`config.mk`:
```
export PLATFORM = sky130hd
export DESIGN_NAME = telemetry_frame_generator
export DESIGN_NICKNAME = d
export VERILOG_FILES = /design/src/rtl/tfg_pkg.sv /design/src/rtl/tfg_crc8.sv /design/src/rtl/tfg_seq.sv /design/src/rtl/telemetry_frame_generator.sv
export VERILOG_INCLUDE_DIRS = /design/src /design/src/rtl
export SDC_FILE = /design/constraint.sdc
export NUM_CORES = 1
export LEC_CHECK = 0
export ABC_AREA = 1
export BUFFER_PORTS_ARGS = -buffer_cell sky130_fd_sc_hd__clkbuf_2
export CAP_MARGIN = 0
export CORE_MARGIN = 2
export CORE_UTILIZATION = 40
export CTS_BUF_LIST = sky130_fd_sc_hd__clkbuf_8
export DETAILED_ROUTE_END_ITERATION = 8
export MAX_ROUTING_LAYER = met4
export PLACE_DENSITY = 0.59
export REMOVE_ABC_BUFFERS = 1
export SLEW_MARGIN = 20
export SYNTH_ARGS = -nofsm -noshare
export SYNTH_HDL_FRONTEND = slang
export SYNTH_SLANG_ARGS = --single-unit
```
`constraint.sdc`:
```
create_clock -name clk -period 6.9 [get_ports clk]
set_clock_uncertainty 0.2 [all_clocks]
set_input_delay 0.345 -clock clk [delete_from_list [all_inputs] [get_ports clk]]
set_output_delay 0.345 -clock clk [all_outputs]
set_load 0.005 [all_outputs]
```
`src/rtl/assert_macros.svh`:
```
// assertion macros for the rtl files, included by the frame sequencer
`ifndef ASSERT_MACROS_SVH
`define ASSERT_MACROS_SVH

// same-cycle implication, clocked on clk, off during reset
`define TFG_ASSERT_IMP(lbl, ante, cons, msg) \
	lbl: assert property (@(posedge clk) disable iff (!arst_n) (ante) |-> (cons)) \
		else $error(msg);

// next-cycle implication, clocked on clk, off during reset
`define TFG_ASSERT_NXT(lbl, ante, cons, msg) \
	lbl: assert property (@(posedge clk) disable iff (!arst_n) (ante) |=> (cons)) \
		else $error(msg);

`endif

```
`src/rtl/tfg_pkg.sv`:
```
// shared types, constants and text payload lookup for the telemetry frame generator
package tfg_pkg;

	localparam logic [7:0]  CRC_POLY      = 8'hD5;
	localparam logic [7:0]  TYPE_TEXT     = 8'h21;
	localparam logic [7:0]  TYPE_BATTERY  = 8'h08;
	localparam logic [15:0] RST_TEXT_PER  = 16'd250;
	localparam logic [15:0] RST_BATT_PER  = 16'd5000;
	localparam logic [7:0]  RST_DEST      = 8'hEC;
	localparam logic [15:0] DIV10_MUL     = 16'hCCCD;
	localparam int          DIV10_SHIFT   = 19;

	localparam logic [4:0]  TEXT_LEN_NORMAL = 5'd19;
	localparam logic [4:0]  TEXT_LEN_SPORT  = 5'd18;
	localparam logic [4:0]  BATT_LEN        = 5'd12;

	localparam logic [1:0]  CFG_TEXT_PERIOD = 2'd0;
	localparam logic [1:0]  CFG_BATT_PERIOD = 2'd1;
	localparam logic [1:0]  CFG_DEST        = 2'd2;

	typedef struct packed {
		logic [15:0] text_period;
		logic [15:0] battery_period;
		logic [7:0]  dest;
	} cfg_t;

	function automatic logic [7:0] text_byte(input logic [3:0] idx,
		input logic [1:0] gear_v, input logic sport_v,
		input logic light_v, input logic cam_v);
		logic [3:0] mlen;
		logic [3:0] m;
		logic [3:0] k;
		logic [7:0] b;
		mlen = sport_v ? 4'd5 : 4'd6;
		m = idx - 4'd2;
		k = idx - 4'd2 - mlen;
		b = 8'h00;
		if (idx == 4'd0) begin
			case (gear_v)
				2'd1:    b = "D";
				2'd2:    b = "R";
				default: b = "N";
			endcase
		end else if (idx == 4'd1) begin
			b = "|";
		end else if (m < mlen) begin
			if (sport_v) begin
				case (m)
					4'd0:    b = "S";
					4'd1:    b = "P";
					4'd2:    b = "O";
					4'd3:    b = "R";
					default: b = "T";
				endcase
			end else begin
				case (m)
					4'd0:    b = "N";
					4'd1:    b = "O";
					4'd2:    b = "R";
					4'd3:    b = "M";
					4'd4:    b = "A";
					default: b = "L";
				endcase
			end
		end else begin
			case (k)
				4'd0:    b = "|";
				4'd1:    b = "L";
				4'd2:    b = {7'b0011000, light_v};
				4'd3:    b = "|";
				4'd4:    b = "C";
				4'd5:    b = {7'b0011000, cam_v};
				default: b = 8'h00;
			endcase
		end
		return b;
	endfunction

endpackage

```
`src/rtl/tfg_crc8.sv`:
```
// crc-8 byte step, polynomial 0xd5
module tfg_crc8 (
	input  logic [7:0] crc_in,
	input  logic [7:0] data,
	output logic [7:0] crc_out
);
	import tfg_pkg::*;

	always_comb begin
		logic [7:0] c;
		c = crc_in ^ data;
		for (int k = 0; k < 8; k++) begin
			if (c[7]) begin
				c = {c[6:0], 1'b0} ^ CRC_POLY;
			end else begin
				c = {c[6:0], 1'b0};
			end
		end
		crc_out = c;
	end

endmodule

```
`src/rtl/tfg_seq.sv`:
```
// frame sequencer: due check, byte generation, shared crc step and output register
`include "assert_macros.svh"

module tfg_seq (
	input  logic                clk,
	input  logic                arst_n,
	input  tfg_pkg::cfg_t       cfg,
	input  logic                in_valid,
	output logic                in_ready,
	input  logic [31:0]         now_ms,
	input  logic [1:0]          gear,
	input  logic                sport_mode,
	input  logic                light_on,
	input  logic                rear_camera_on,
	input  logic [15:0]         battery_millivolts,
	input  logic [7:0]          battery_level,
	input  logic                link_ready,
	output logic                out_valid,
	input  logic                out_ready,
	output logic [7:0]          out_byte,
	output logic                frame_end,
	output logic                run_last
);
	import tfg_pkg::*;

	typedef enum logic [1:0] {
		IDLE,
		EVAL,
		SEND
	} state_t;

	state_t      state_q;
	logic [31:0] now_q;
	logic [1:0]  gear_q;
	logic        sport_q;
	logic        light_q;
	logic        cam_q;
	logic [15:0] mv_q;
	logic [7:0]  level_q;
	logic        link_q;

	logic [31:0] last_text_q;
	logic [31:0] last_batt_q;
	logic        cur_text_q;
	logic        batt_pend_q;
	logic [4:0]  pos_q;
	logic [7:0]  crc_q;
	logic [12:0] dv_q;
	logic        out_valid_q;
	logic [7:0]  out_byte_q;
	logic        frame_end_q;
	logic        run_last_q;

	logic [31:0] prod_c;
	logic        text_due_c;
	logic        batt_due_c;
	logic [4:0]  flen_c;
	logic [3:0]  pidx_c;
	logic [7:0]  fbyte_c;
	logic        last_c;
	logic        crc_en_c;
	logic [7:0]  crc_next_c;
	logic        emit_c;

	assign in_ready  = (state_q == IDLE);
	assign out_valid = out_valid_q;
	assign out_byte  = out_byte_q;
	assign frame_end = frame_end_q;
	assign run_last  = run_last_q;

	always_ff @(posedge clk) begin
		if (in_valid && in_ready) begin
			now_q   <= now_ms;
			gear_q  <= gear;
			sport_q <= sport_mode;
			light_q <= light_on;
			cam_q   <= rear_camera_on;
			mv_q    <= battery_millivolts;
			level_q <= battery_level;
			link_q  <= link_ready;
		end
	end

	// voltage / 10 by reciprocal multiply
	assign prod_c = {16'b0, mv_q} * {16'b0, DIV10_MUL};

	assign text_due_c = (last_text_q == 32'd0) ||
		((now_q - last_text_q) >= {16'b0, cfg.text_period});
	assign batt_due_c = (last_batt_q == 32'd0) ||
		((now_q - last_batt_q) >= {16'b0, cfg.battery_period});

	assign flen_c   = cur_text_q ? (sport_q ? TEXT_LEN_SPORT : TEXT_LEN_NORMAL) : BATT_LEN;
	assign pidx_c   = 4'(pos_q - 5'd3);
	assign last_c   = (pos_q == flen_c - 5'd1);
	assign crc_en_c = (pos_q >= 5'd2) && !last_c;
	assign emit_c   = !out_valid_q || out_ready;

	always_comb begin
		fbyte_c = 8'h00;
		if (pos_q == 5'd0) begin
			fbyte_c = cfg.dest;
		end else if (pos_q == 5'd1) begin
			fbyte_c = {3'b0, flen_c - 5'd2};
		end else if (pos_q == 5'd2) begin
			fbyte_c = cur_text_q ? TYPE_TEXT : TYPE_BATTERY;
		end else if (last_c) begin
			fbyte_c = crc_q;
		end else if (cur_text_q) begin
			fbyte_c = text_byte(pidx_c, gear_q, sport_q, light_q, cam_q);
		end else begin
			case (pidx_c)
				4'd0:    fbyte_c = {3'b0, dv_q[12:8]};
				4'd1:    fbyte_c = dv_q[7:0];
				4'd7:    fbyte_c = level_q;
				default: fbyte_c = 8'h00;
			endcase
		end
	end

	tfg_crc8 u_crc (
		.crc_in  (crc_q),
		.data    (fbyte_c),
		.crc_out (crc_next_c)
	);

	always_ff @(posedge clk or negedge arst_n) begin
		if (!arst_n) begin
			state_q     <= IDLE;
			last_text_q <= 32'd0;
			last_batt_q <= 32'd0;
			cur_text_q  <= 1'b0;
			batt_pend_q <= 1'b0;
			pos_q       <= 5'd0;
			crc_q       <= 8'd0;
			dv_q        <= 13'd0;
			out_valid_q <= 1'b0;
			out_byte_q  <= 8'd0;
			frame_end_q <= 1'b0;
			run_last_q  <= 1'b0;
		end else begin
			// in SEND a taken byte is replaced by the next one below
			if (out_valid_q && out_ready && (state_q != SEND)) begin
				out_valid_q <= 1'b0;
			end
			unique case (state_q)
				IDLE: begin
					if (in_valid) begin
						state_q <= EVAL;
					end
				end
				EVAL: begin
					pos_q       <= 5'd0;
					crc_q       <= 8'd0;
					dv_q        <= prod_c[31:DIV10_SHIFT];
					cur_text_q  <= text_due_c;
					batt_pend_q <= text_due_c && batt_due_c;
					if (link_q && (text_due_c || batt_due_c)) begin
						state_q <= SEND;
						if (text_due_c) begin
							last_text_q <= now_q;
						end
						if (batt_due_c) begin
							last_batt_q <= now_q;
						end
					end else begin
						state_q <= IDLE;
					end
				end
				SEND: begin
					if (emit_c) begin
						out_valid_q <= 1'b1;
						out_byte_q  <= fbyte_c;
						frame_end_q <= last_c;
						run_last_q  <= last_c && !batt_pend_q;
						if (crc_en_c) begin
							crc_q <= crc_next_c;
						end
						if (last_c) begin
							if (batt_pend_q) begin
								cur_text_q  <= 1'b0;
								batt_pend_q <= 1'b0;
								pos_q       <= 5'd0;
								crc_q       <= 8'd0;
							end else begin
								state_q <= IDLE;
							end
						end else begin
							pos_q <= pos_q + 5'd1;
						end
					end
				end
				default: begin
					state_q <= IDLE;
				end
			endcase
		end
	end

	`TFG_ASSERT_IMP(a_run_last_ends_frame, out_valid_q && run_last_q, frame_end_q, "run_last off crc")
	`TFG_ASSERT_NXT(a_busy_after_accept, in_valid && in_ready, !in_ready, "ready after item")
	`TFG_ASSERT_IMP(a_batt_pend_only_text, state_q == SEND && !cur_text_q, !batt_pend_q, "stray pend")
	`TFG_ASSERT_IMP(a_pos_in_frame, state_q == SEND, pos_q < flen_c, "byte index past frame end")

endmodule

```
`src/rtl/telemetry_frame_generator.sv`:
```
// top level: configuration registers and frame sequencer
//
// channel  direction  handshake              payload
// in       sink       in_valid / in_ready    now_ms .. link_ready
// out      source     out_valid / out_ready  out_byte, frame_end, run_last
// cfg      sink       cfg_valid / cfg_ready  cfg_index, cfg_data
//
// an item is captured in IDLE and due-checked in EVAL, then sent at one frame byte per cycle
// (0, 12, 18, 19, 30 or 31 bytes), paced by the single byte output register
// in_ready is high only while the sequencer is idle; out_ready low holds the sequencer
// asynchronous reset clears times to never sent and loads the register defaults
// cfg writes are always taken, as cfg_ready is tied high
module telemetry_frame_generator (
	input  logic        clk,
	input  logic        arst_n,
	input  logic        in_valid,
	output logic        in_ready,
	input  logic [31:0] now_ms,
	input  logic [1:0]  gear,
	input  logic        sport_mode,
	input  logic        light_on,
	input  logic        rear_camera_on,
	input  logic [15:0] battery_millivolts,
	input  logic [7:0]  battery_level,
	input  logic        link_ready,
	output logic        out_valid,
	input  logic        out_ready,
	output logic [7:0]  out_byte,
	output logic        frame_end,
	output logic        run_last,
	input  logic        cfg_valid,
	output logic        cfg_ready,
	input  logic [1:0]  cfg_index,
	input  logic [15:0] cfg_data
);
	import tfg_pkg::*;

	cfg_t cfg_q;

	assign cfg_ready = 1'b1;

	always_ff @(posedge clk or negedge arst_n) begin
		if (!arst_n) begin
			cfg_q.text_period    <= RST_TEXT_PER;
			cfg_q.battery_period <= RST_BATT_PER;
			cfg_q.dest           <= RST_DEST;
		end else if (cfg_valid && cfg_ready) begin
			case (cfg_index)
				CFG_TEXT_PERIOD: cfg_q.text_period    <= cfg_data;
				CFG_BATT_PERIOD: cfg_q.battery_period <= cfg_data;
				CFG_DEST:        cfg_q.dest           <= cfg_data[7:0];
				default: begin
				end
			endcase
		end
	end

	tfg_seq u_seq (
		.clk                (clk),
		.arst_n             (arst_n),
		.cfg                (cfg_q),
		.in_valid           (in_valid),
		.in_ready           (in_ready),
		.now_ms             (now_ms),
		.gear               (gear),
		.sport_mode         (sport_mode),
		.light_on           (light_on),
		.rear_camera_on     (rear_camera_on),
		.battery_millivolts (battery_millivolts),
		.battery_level      (battery_level),
		.link_ready         (link_ready),
		.out_valid          (out_valid),
		.out_ready          (out_ready),
		.out_byte           (out_byte),
		.frame_end          (frame_end),
		.run_last           (run_last)
	);

endmodule

```
# Word level (Yosys, flattened, before mapping)
# Cells that the tools add are included.
dict set report classes {
  add_sub_neg 8
  multipliers 1
  n_lt_le_gt_ge 4
  eq_ne 27
  muxes 51
  bitwise 9
  reduce_logical 35
}
# operator n
set ops {}
lappend ops {{8-bit 2-to-1 mux} 21}
lappend ops {{32-bit by 16-bit greater-or-equal comparator with 1-bit output} 2}
lappend ops {{32-bit logical NOT} 2}
lappend ops {{32-bit subtractor} 2}
lappend ops {{5-bit inverter} 8}
lappend ops {{7-bit case mux with 5 select lines} 1}
lappend ops {{16-bit by 16-bit multiplier with 32-bit output (second input constant)} 1}
lappend ops {{5-bit case mux with 5 select lines} 1}
lappend ops {{8-bit case mux with 3 select lines} 1}
lappend ops {{5-bit 2-to-1 mux} 4}
lappend ops {{5-bit case mux with 2 select lines} 2}
lappend ops {{5-bit case mux with 4 select lines} 1}
lappend ops {{4-bit by 2-bit == test with 1-bit output (second input constant)} 4}
lappend ops {{4-bit by 3-bit == test with 1-bit output (second input constant)} 4}
lappend ops {{8-bit case mux with 2 select lines} 1}
lappend ops {{4-bit by 1-bit == test with 1-bit output (second input constant)} 3}
lappend ops {{4-bit logical NOT} 3}
lappend ops {{2-bit 2-to-1 mux} 6}
lappend ops {{3-bit AND reduction} 4}
lappend ops {{2-bit AND reduction} 5}
lappend ops {{1-bit 2-to-1 mux} 9}
lappend ops {{4-bit AND reduction} 2}
lappend ops {{4-bit by 2-bit subtractor with 4-bit output (second input constant)} 2}
lappend ops {{8-bit bitwise XOR} 1}
lappend ops {{other kinds (24)} 45}
dict set report totals {
  reg_bits 207
  inputBits 85
  elab_cells 158
}

# Depth between registers and ports, before layout
# Gate-level depths: netlist of run 1.
dict set report depth {
  depth_word 36
  mapped_depth 36
}

# Hierarchy
# From an unflattened synthesis of run 1, not the netlist that was laid out.
dict set report hier_totals {
  hier_cells 2938
  area_unflattened_um2 20897.5
}
# mod n_inst cells_each area_each_um2 seq_area_each_um2
set by_module_without_submodules {}
lappend by_module_without_submodules {tfg_seq 1 2647 18574.1 4489.3}
lappend by_module_without_submodules {telemetry_frame_generator 1 180 1697.9 1021.0}
lappend by_module_without_submodules {tfg_crc8 1 111 625.6 0.0}

# Worst setup path after synthesis of run 1
# OpenSTA, ideal clock, no wires.
dict set report synth_timing {
  path_type {register to register}
  start {reg u_seq.mv_q[8]}
  end {reg u_seq.dv_q[12]}
  setup_time_ns 0.135
  t_arrival_ns 5.008
  required_ns 6.565
  slack_ns 1.557
  path_stages_with_launch 22
  path_buffers 0
  period_less_slack_ns 5.343
  path_cell_list {edfxtp_1 ha_1 fa_1 inv_1 fa_1 fa_1 inv_1 fa_1 fa_1 ha_1 nand2_1 nor4_1 nand4_1 nand3_1 nand2_1 o211ai_1 nand3_1 inv_1 a211oi_1 o21ai_0 xor2_1 o21ai_0}
}
dict set report synth_between {
  elab_chain_len 1
}
# element line_no
set synth_rtl {}
lappend synth_rtl {{start: declaration} tfg_seq.sv:38} ;# logic [15:0] mv_q;
lappend synth_rtl {{start signal: assignment} tfg_seq.sv:78} ;# mv_q <= battery_millivolts;
lappend synth_rtl {{16-bit by 16-bit multiplier with 32-bit output} tfg_seq.sv:85} ;# assign prod_c = {16'b0, mv_q} * {16'b0, DIV10_MUL};
lappend synth_rtl {{end signal: assignment} tfg_seq.sv:154} ;# dv_q <= prod_c[31:DIV10_SHIFT];
lappend synth_rtl {{end: declaration} tfg_seq.sv:48} ;# logic [12:0] dv_q;
# No other way between the ends.
# A chain may end at the register's enable or synchronous reset.

# Worst setup path after layout of run 1
# Ends and elaborated chain as after synthesis.

==> results.cfg, run 1 <==
[detailed_routing]
drt_wl_total_um = 50300
drt_pass1_iterations = 6
drtIter0Drc = 1089
drc = 0
ant_nets = 0
post_drt_via_cell_ratio = 5.03
routedWlPerCell_um = 16.2
num_vias = 15600

[floorplanning]
coreArea_um2 = 45600
die_x_um = 219
top_level_ports = 98
dieArea_um2 = 48200
start_util = 0.407
die_y_um = 219
num_rows = 78

[critical_path]
arrival_ns = 6.07
cp_max_fo = 5
worst_ep_required_time_ns = 7.19
cp-end-kind = flop
start_kind = flop
path_class = flop to flop

[clock_network]
postCtsSetupBuffers = 0
cts_buffers = 42
cts-root-buf = clkbuf_8
clk_pin_slew_ns = 0.06
cts_tree = done
htree_levels = 2
clk_path_buf_depth = 3
clock_sinks = 207
clkLatencyLatePin_ns = 0.63

[sta]
max_slew_margin = 0.374
fin_crit_ns = 5.78
fin_setup_tns_ns = 0
hold_viol = 0
setup_viol = 0
rsz0062_at_grt = no
worst_pin_slew_ns = 0.935
fin_ws_ns = 1.12
drv_slew = 0
period_share = 0.838
fmaxAchievable_ghz = 0.173

[synthesis]
synthesis.area_per_instance_um2 = 8.18
syn_inst = 2270
synthDistinctLibCells = 57
ys_async_sr_fraction = 0.700
synth_top_flop_cell = dfrtp_1
yosysWarnings = 0
yosysSeqAreaShare = 0.297
syn-cell-area_um2 = 18600
ys_ff_latch = 207
synth-edff-count = 62

[layout]
final_area_um2 = 21400
area_delta_synth_final_pct = 15.5
drive_above_1_share = 0.118
n_antenna_cell = 0
final_nets = 2873

[place]
io_buffers = 96
place_congestion = 0.893
dpl.hpwl_um = 40400
place_area_um2 = 19700
pre_cts_ws_ns = 1.07

[job]
maxCapViolations = 0

[global_route]
antenna_found_initial = 0
grt_usage = 0.221
grt_pass1_wl_um = 81700
grt_max_degree = 81
grt_pass1_vias = 15800
grt_remaining_overflow = 0

[min_path]
hold_path.class = input pin to flop

[outcome]
status = completed
## state kept, by name, indices dropped and copies added (netlist names), 2 cells and up
signal and count:
u_seq.level_q 8, u_seq.gear_q 2, u_seq.out_byte 8, u_seq.now_q 32, u_seq.dv_q 13, u_seq.mv_q 16
u_seq.last_text_q 32, u_seq.crc_q 8, u_seq.pos_q 5, cfg_q 40, u_seq.state_q 2, u_seq.last_batt_q 32
## timing repair
| item | in CTS | in global routing |
|---|---|---|
| resized for setup | 0 | 0 |
| endpoints found under the hold margin | 177 | 0 |
| hold buffers | 81 | 0 |
## path summary, 6_finish.rpt
check	slack, ns	from	cells after the start	end
worst max register to register	1.12	u_seq.mv_q[8]	21	u_seq.dv_q[12]
min in group asynchronous	0.15	arst_n	2	u_seq.pos_q[3]
worst min-delay path	0.13	cfg_valid	3	cfg_q[2]
worst max-delay path	1.12	u_seq.mv_q[8]	21	u_seq.dv_q[12]
max in group asynchronous	4.91	arst_n	3	u_seq.last_batt_q[24]
worst min register to register	0.28	u_seq.out_byte[0]	2	u_seq.out_byte[0]
## synth_stat cells, drive strengths merged (8+ instances only)
cell    count  area (um2)
nor2      122         537
ha        239        2990
edfxtp     62        1860
clkbuf     17        63.8
o211ai     14         115
fa         83        1660
nand2     516        2130
a211oi      8        60.1
nand4      60         394
buf        15         105
dfrtp     129        3230
xor2       39         342
nand3     111         683
a21o        9        67.6
o21ai     143         723
a21oi     168         845
dfstp      16         420
nor3       20         105
inv       396        1490
or2        13        81.3
a31oi      12        81.3
xnor2      23         201
nor4       24         150
## placed cells by master, fill, tap and decap left out, types with 62 or more instances in the layout
cell type      netlist  routed
a21oi_1            167     167
clkbuf_2             0      95
dfrtp_1            129     129
dlygate4sd3_1        0      81
edfxtp_1            62      62
fa_1                83      83
ha_1               239     238
inv_1              384     395
nand2_1            469     469
nand3_1             93      93
nor2_1             111     110
o21ai_0            134     134
## critical path, cell delays in order, from the launching register on
cell      delay (ns)
edfxtp_1        0.50
ha_1            0.41
fa_1            0.55
inv_1           0.05
fa_1            0.46
fa_1            0.49
inv_1           0.05
fa_1            0.50
fa_1            0.42
ha_1            0.35
nand2_1         0.10
nor4_1          0.35
nand4_1         0.17
nand3_1         0.17
nand2_1         0.07
o211ai_1        0.13
nand3_1         0.10
inv_1           0.07
a211oi_1        0.06
o21ai_0         0.23
xor2_1          0.17
o21ai_0         0.08
## cells by family after synthesis
| logic type | share of synthesized area |
|---|---|
| and+or+nand+nor | 0.223 |
| buffers and inverters | 0.0896 |
| AOI/OAI and AO/OA | 0.111 |
| adders and majority gates | 0.251 |
| DFF | 0.297 |
| xor gates and xnor gates | 0.0292 |
| other | 0.000202 |
## final cells by class
| class | instances | area, um2 |
|---|---|---|
| fillers | 4478 | 24100 |
| multi-input cells | 1633 | 11400 |
| flip-flops and latches | 207 | 5510 |
| inverters | 398 | 1500 |
| repair buffers | 184 | 1350 |
| well taps | 600 | 751 |
| clock buffers | 48 | 661 |
| clock inverters | 30 | 280 |
## metal layers
layer | GRT usage | vias to the layer above | part of all wire
met5 | - | - | 0
met4 | 0.0572 | 0 | 0.021
met3 | 0.0313 | 66 | 0.043
met2 | 0.357 | 321 | 0.46
met1 | 0.292 | 7312 | 0.47
li1 | - | 7897 | -
## stage by stage
stage	utilization	hold slack (ns)	std cells
after floorplan	-	-0.151	2238
after global placement	0.432	0.234	2941
after detailed placement	0.432	0.247	2941
after CTS	0.471	0.0789	3100
after global routing	0.471	0.212	3100
final	0.471	0.131	3100
Power of run 1 is left out: the tool's default activity adds up to more than one toggle a clock period on the data nets, which glitch-free logic cannot reach.
==> run 2: changes to the inputs <==
==> constraint.sdc (replaced) <==
create_clock -name clk -period 5.4 [get_ports clk]
set_clock_uncertainty 0.2 [all_clocks]
set_input_delay 0.27 -clock clk [delete_from_list [all_inputs] [get_ports clk]]
set_output_delay 0.27 -clock clk [all_outputs]
set_load 0.005 [all_outputs]
==> results.cfg, run 2 (synthesized netlist as in run 1, its figures left out) <==
[outcome]
status = finished with violations
violations = setup timing

[place]
dpl.hpwl_um = 40200
place_congestion = 0.938
pre_cts_ws_ns = -0.327
io_buffers = 96

[floorplanning]
top_level_ports = 98
die_y_um = 219
coreArea_um2 = 45600
die_x_um = 219
num_rows = 78
start_util = 0.407
dieArea_um2 = 48200

[critical_path]
cp-endpoint = u_seq.dv_q[10]
ff2ff_setup_slack_ns = -0.06
worst_ep_required_time_ns = 5.67
critPathSlowestCell = fa_1
reg2regPathDepth = 21
cpMostUsedCell = fa_1
cp-startpoint = u_seq.mv_q[4]
cp_max_fo = 3
crit_path_max_incr_delay_ns = 0.53
path_cells = ha_4, fa_1, inv_1, fa_1, fa_1, fa_1, inv_1, fa_1, ha_4, nand2_4, nor4_4, nand4_1, nand3_2, nand2_1, o211ai_1, nand3_1, inv_2, a211oi_4, o21ai_1, xor2_1, o21ai_0
arrival_ns = 5.73
path_class = flop to flop
cp-end-kind = flop
r2r_start = u_seq.mv_q[4]
reg2reg_to = u_seq.dv_q[10]
start_kind = flop

[detailed_routing]
post_drt_via_cell_ratio = 5.04
drt_pass1_iterations = 5
highest_layer = met4
drtIter0Drc = 1051
ant_nets = 0
drt_wl_total_um = 50700
routedWlPerCell_um = 15.9
m1WireLength_um = 23900
num_vias = 16000
met2_length_um = 23500
drc = 0
met3WireLength_um = 2160

[min_path]
hold_path.class = input pin to async pin

[layout]
n_antenna_cell = 0
area_delta_synth_final_pct = 20.7
largest_reg_flops = 40
layout_commonest_cell = nand2_1
regMostFlops = cfg_q
final_cell_mix = nand2_1, inv_1, ha_1
fillers = 4381
drive_above_1_share = 0.164
final_nets = 2958

[sta]
hold_viol = 0
rsz0062_at_grt = yes
worst_pin_slew_ns = 1.07
max_slew_margin = 0.288
hold_slack_ns = 0.0629
fmaxAchievable_ghz = 0.183
period_share = 1.01
setup_viol = 3
fin_crit_ns = 5.46
fin_ws_ns = -0.0594
drv_slew = 0

[clock_network]
clk_pin_slew_ns = 0.06
cts-root-buf = clkbuf_8
htree_levels = 2
cts_tree = done
clkLatencyLatePin_ns = 0.61
clk_path_buf_depth = 3
clock_sinks = 207
cts_buffers = 40

[global_route]
antenna_found_initial = 0
grt_pass1_wl_um = 82700
grt_pass1_vias = 16000
grt_max_degree = 87
grt_usage = 0.223
grt_remaining_overflow = 0

[job]
maxCapViolations = 0
run 2: repair_timing:
item | in CTS | in global routing
setup endpoints to repair | 5 | 11
buffers inserted | 13 | 8
resized for setup | 26 | 43
hold buffers | 81 | 0
endpoints found under the hold margin | 191 | 0
pin swaps | 3 | 23
run 2: worst min path at each step:
| stage | slack [ns] | cells past startpoint | endpoint | start |
|---|---|---|---|---|
| floorplan | -0.23 | 0 | cfg_q[0] | arst_n |
| global placement | 0.18 | 1 | u_seq.pos_q[3] | arst_n |
| detailed placement | 0.18 | 1 | u_seq.pos_q[2] | arst_n |
| CTS | 0.03 | 3 | cfg_q[7] | cfg_valid |
| global route | 0.12 | 3 | cfg_q[7] | cfg_valid |
| finish | 0.06 | 2 | u_seq.pos_q[2] | arst_n |
run 2: layer usage:
| layer | up-vias | GRT usage |
|---|---|---|
| li1 | 8065 | - |
| met1 | 7568 | 0.298 |
| met2 | 335 | 0.358 |
| met3 | 73 | 0.0275 |
| met4 | 0 | 0.0604 |
| met5 | - | - |
run 2: metrics by stage:
step | instances | instance area (um2) | util | TNS (ns)
finish | 3182 | 22400 | 0.492 | -0.0969
global route | 3182 | 22400 | 0.492 | -1.23
floorplan | 2238 | 18400 | - | 0
global placement | 3007 | 20200 | 0.444 | -0.556
detailed placement | 3007 | 20200 | 0.444 | -0.875
CTS | 3174 | 22200 | 0.486 | -0.152
run 2: critical path: cells and delay by family, from the launching register on:
kind                     cells  cell delay, ns
XOR/XNOR                     1            0.15
adder cells (fa/ha/maj)      7            3.09
flip-flops                   1            0.49
buffers and inverters        3            0.19
AO/OA/AOI/OAI                4            0.41
AND/OR/NAND/NOR              6            0.81
run 2: area by class of cell:
type / instances / area [um2] / area share
Clock inverter: 27 / 211 / 0.00943
Multi-Input combinational cell: 1633 / 11800 / 0.525
Timing Repair Buffer: 271 / 2050 / 0.0915
Tap cell: 600 / 751 / 0.0335
Clock buffer: 46 / 633 / 0.0282
Sequential cell: 207 / 5510 / 0.246
Inverter: 398 / 1500 / 0.0667
Power of run 2 is left out for the same reason.
==> run 3: changes to the inputs <==
--- a/config.mk
+++ b/config.mk
@@ -9,12 +9,14 @@
 export ABC_AREA = 1
 export BUFFER_PORTS_ARGS = -buffer_cell sky130_fd_sc_hd__clkbuf_2
 export CAP_MARGIN = 0
+export CELL_PAD_IN_SITES_DETAIL_PLACEMENT = 0
+export CELL_PAD_IN_SITES_GLOBAL_PLACEMENT = 2
 export CORE_MARGIN = 2
-export CORE_UTILIZATION = 40
+export CORE_UTILIZATION = 39
 export CTS_BUF_LIST = sky130_fd_sc_hd__clkbuf_8
 export DETAILED_ROUTE_END_ITERATION = 8
 export MAX_ROUTING_LAYER = met4
-export PLACE_DENSITY = 0.59
+export PLACE_DENSITY = 0.86
 export REMOVE_ABC_BUFFERS = 1
 export SLEW_MARGIN = 20
 export SYNTH_ARGS = -nofsm -noshare
==> results.cfg, run 3 (synthesized netlist as in run 1, its figures left out) <==
[layout]
area_delta_synth_final_pct = 20.2
largest_reg_flops = 40
final_cells = 3195
final_cell_mix = nand2_1, inv_1, ha_1
n_antenna_cell = 0
multiInputGateArea_um2 = 11700
fillers = 4648
drive_above_1_share = 0.161
layout_commonest_cell = nand2_1
final_nets = 2965
seqCellArea_um2 = 5510
regMostFlops = cfg_q

[sta]
max_slew_margin = 0.295
fmaxAchievable_ghz = 0.184
fin_ws_ns = -0.0270
fin_crit_ns = 5.43
setup_viol = 2
rsz0062_at_grt = yes
period_share = 1.01
hold_viol = 0
fin_setup_tns_ns = -0.0301
worst_pin_slew_ns = 1.06
drv_slew = 0

[clock_network]
clock_sinks = 207
cts_buffers = 40
cts-root-buf = clkbuf_8
clkLatencyLatePin_ns = 0.62
htree_levels = 2
cts_tree = done
clk_path_buf_depth = 3
clk_pin_slew_ns = 0.06

[global_route]
grt_usage = 0.225
antenna_found_initial = 0
grt_pass1_vias = 16100
grt_remaining_overflow = 0
grt_max_degree = 65
grt_pass1_wl_um = 85600

[floorplanning]
coreArea_um2 = 46800
start_util = 0.397
die_y_um = 222
top_level_ports = 98
dieArea_um2 = 49400
num_rows = 79
die_x_um = 222

[outcome]
violations = setup timing
status = finished with violations

[place]
io_buffers = 96
dpl.cell_count = 3018
place_congestion = 0.917
dpl.hpwl_um = 42300

[critical_path]
reg2regPathDepth = 21
arrival_ns = 5.68
crit_path_max_incr_delay_ns = 0.53
path_class = flop to flop
ff2ff_setup_slack_ns = -0.03
cp_max_fo = 3
r2r_start = u_seq.mv_q[7]
path_cells = ha_4, fa_1, inv_1, fa_1, fa_1, fa_1, inv_1, fa_1, ha_4, a21oi_2, o21ai_1, a21oi_2, nand3_2, buf_4, buf_4, buf_4, nand3_1, nand2_1, or2_2, nand3_1, o21ai_0
reg2reg_to = u_seq.dv_q[4]
start_kind = flop
cpMostUsedCell = fa_1
worst_ep_required_time_ns = 5.66
cp-end-kind = flop
critPathSlowestCell = fa_1

[detailed_routing]
post_drt_via_cell_ratio = 4.98
ant_nets = 0
num_vias = 15900
drt_pass1_iterations = 5
routedWlPerCell_um = 16.6
drt_wl_total_um = 53000
drc = 0
drtIter0Drc = 1008

[min_path]
whs_path_depth = 3
hold_path.startpoint = cfg_valid
hold_end = cfg_q[7]
hold_path.class = input pin to flop

[job]
maxCapViolations = 0
[run 3: how the worst max path moves through the flow]
stage | from | endpoint | slack (ns) | cells after the start
global placement | u_seq.mv_q[1] | u_seq.dv_q[8] | -0.18 | 21
global route | u_seq.mv_q[7] | u_seq.dv_q[12] | -0.29 | 21
finish | u_seq.mv_q[7] | u_seq.dv_q[4] | -0.03 | 21
floorplan | u_seq.mv_q[8] | u_seq.dv_q[12] | 0.06 | 21
CTS | u_seq.mv_q[6] | u_seq.dv_q[10] | 0.003 | 21
detailed placement | u_seq.mv_q[1] | u_seq.dv_q[10] | -0.25 | 21
[run 3: layout make-up]
| cell class | instances | share of cell area |
|---|---|---|
| clock inverters | 25 | 0.00667 |
| repair buffers | 278 | 0.0935 |
| flip-flops and latches | 207 | 0.247 |
| inverters | 398 | 0.0670 |
| clock buffers | 47 | 0.0290 |
| well taps | 607 | 0.0340 |
| multi-input cells | 1633 | 0.523 |
[run 3: timing repair]
| action | 4_1_cts | 5_1_grt |
|---|---|---|
| pin swaps | 9 | 19 |
| endpoints found under the hold margin | 219 | 0 |
| resized for setup | 29 | 17 |
| buffers inserted | 13 | 9 |
| hold buffers | 83 | 0 |
| endpoints found under the setup margin | 6 | 44 |
[run 3: metrics by stage]
| step | setup slack (ns) | utilization | cell area (um2) | hold slack (ns) |
|---|---|---|---|---|
| 2_1_floorplan | 0.0564 | - | 18400 | -0.226 |
| 3_3_place_gp | -0.180 | 0.433 | 20200 | 0.0130 |
| 3_5_place_dp | -0.249 | 0.433 | 20200 | 0.0135 |
| 4_1_cts | 0.00284 | 0.474 | 22200 | 0.0395 |
| 5_1_grt | -0.294 | 0.477 | 22300 | 0.147 |
| 6_report | -0.0270 | 0.477 | 22300 | 0.0881 |
[run 3: layer usage]
| layer | track usage | up-vias | wire [um] |
|---|---|---|---|
| met5 | - | - | 0 |
| met4 | 0.0560 | 0 | 1110 |
| met3 | 0.0335 | 67 | 2170 |
| met2 | 0.358 | 276 | 24300 |
| met1 | 0.301 | 7509 | 25500 |
| li1 | - | 8071 | - |
[run 3: worst max-delay path: cells and delay by family (launching register included)]
family | cells | cell delay, ns
AND/OR/NAND/NOR | 5 | 0.58
buffers and inverters | 5 | 0.48
AO/OA/AOI/OAI | 4 | 0.51
flip-flops | 1 | 0.50
adder cells (fa/ha/maj) | 7 | 3.03
Power of run 3 is left out for the same reason.
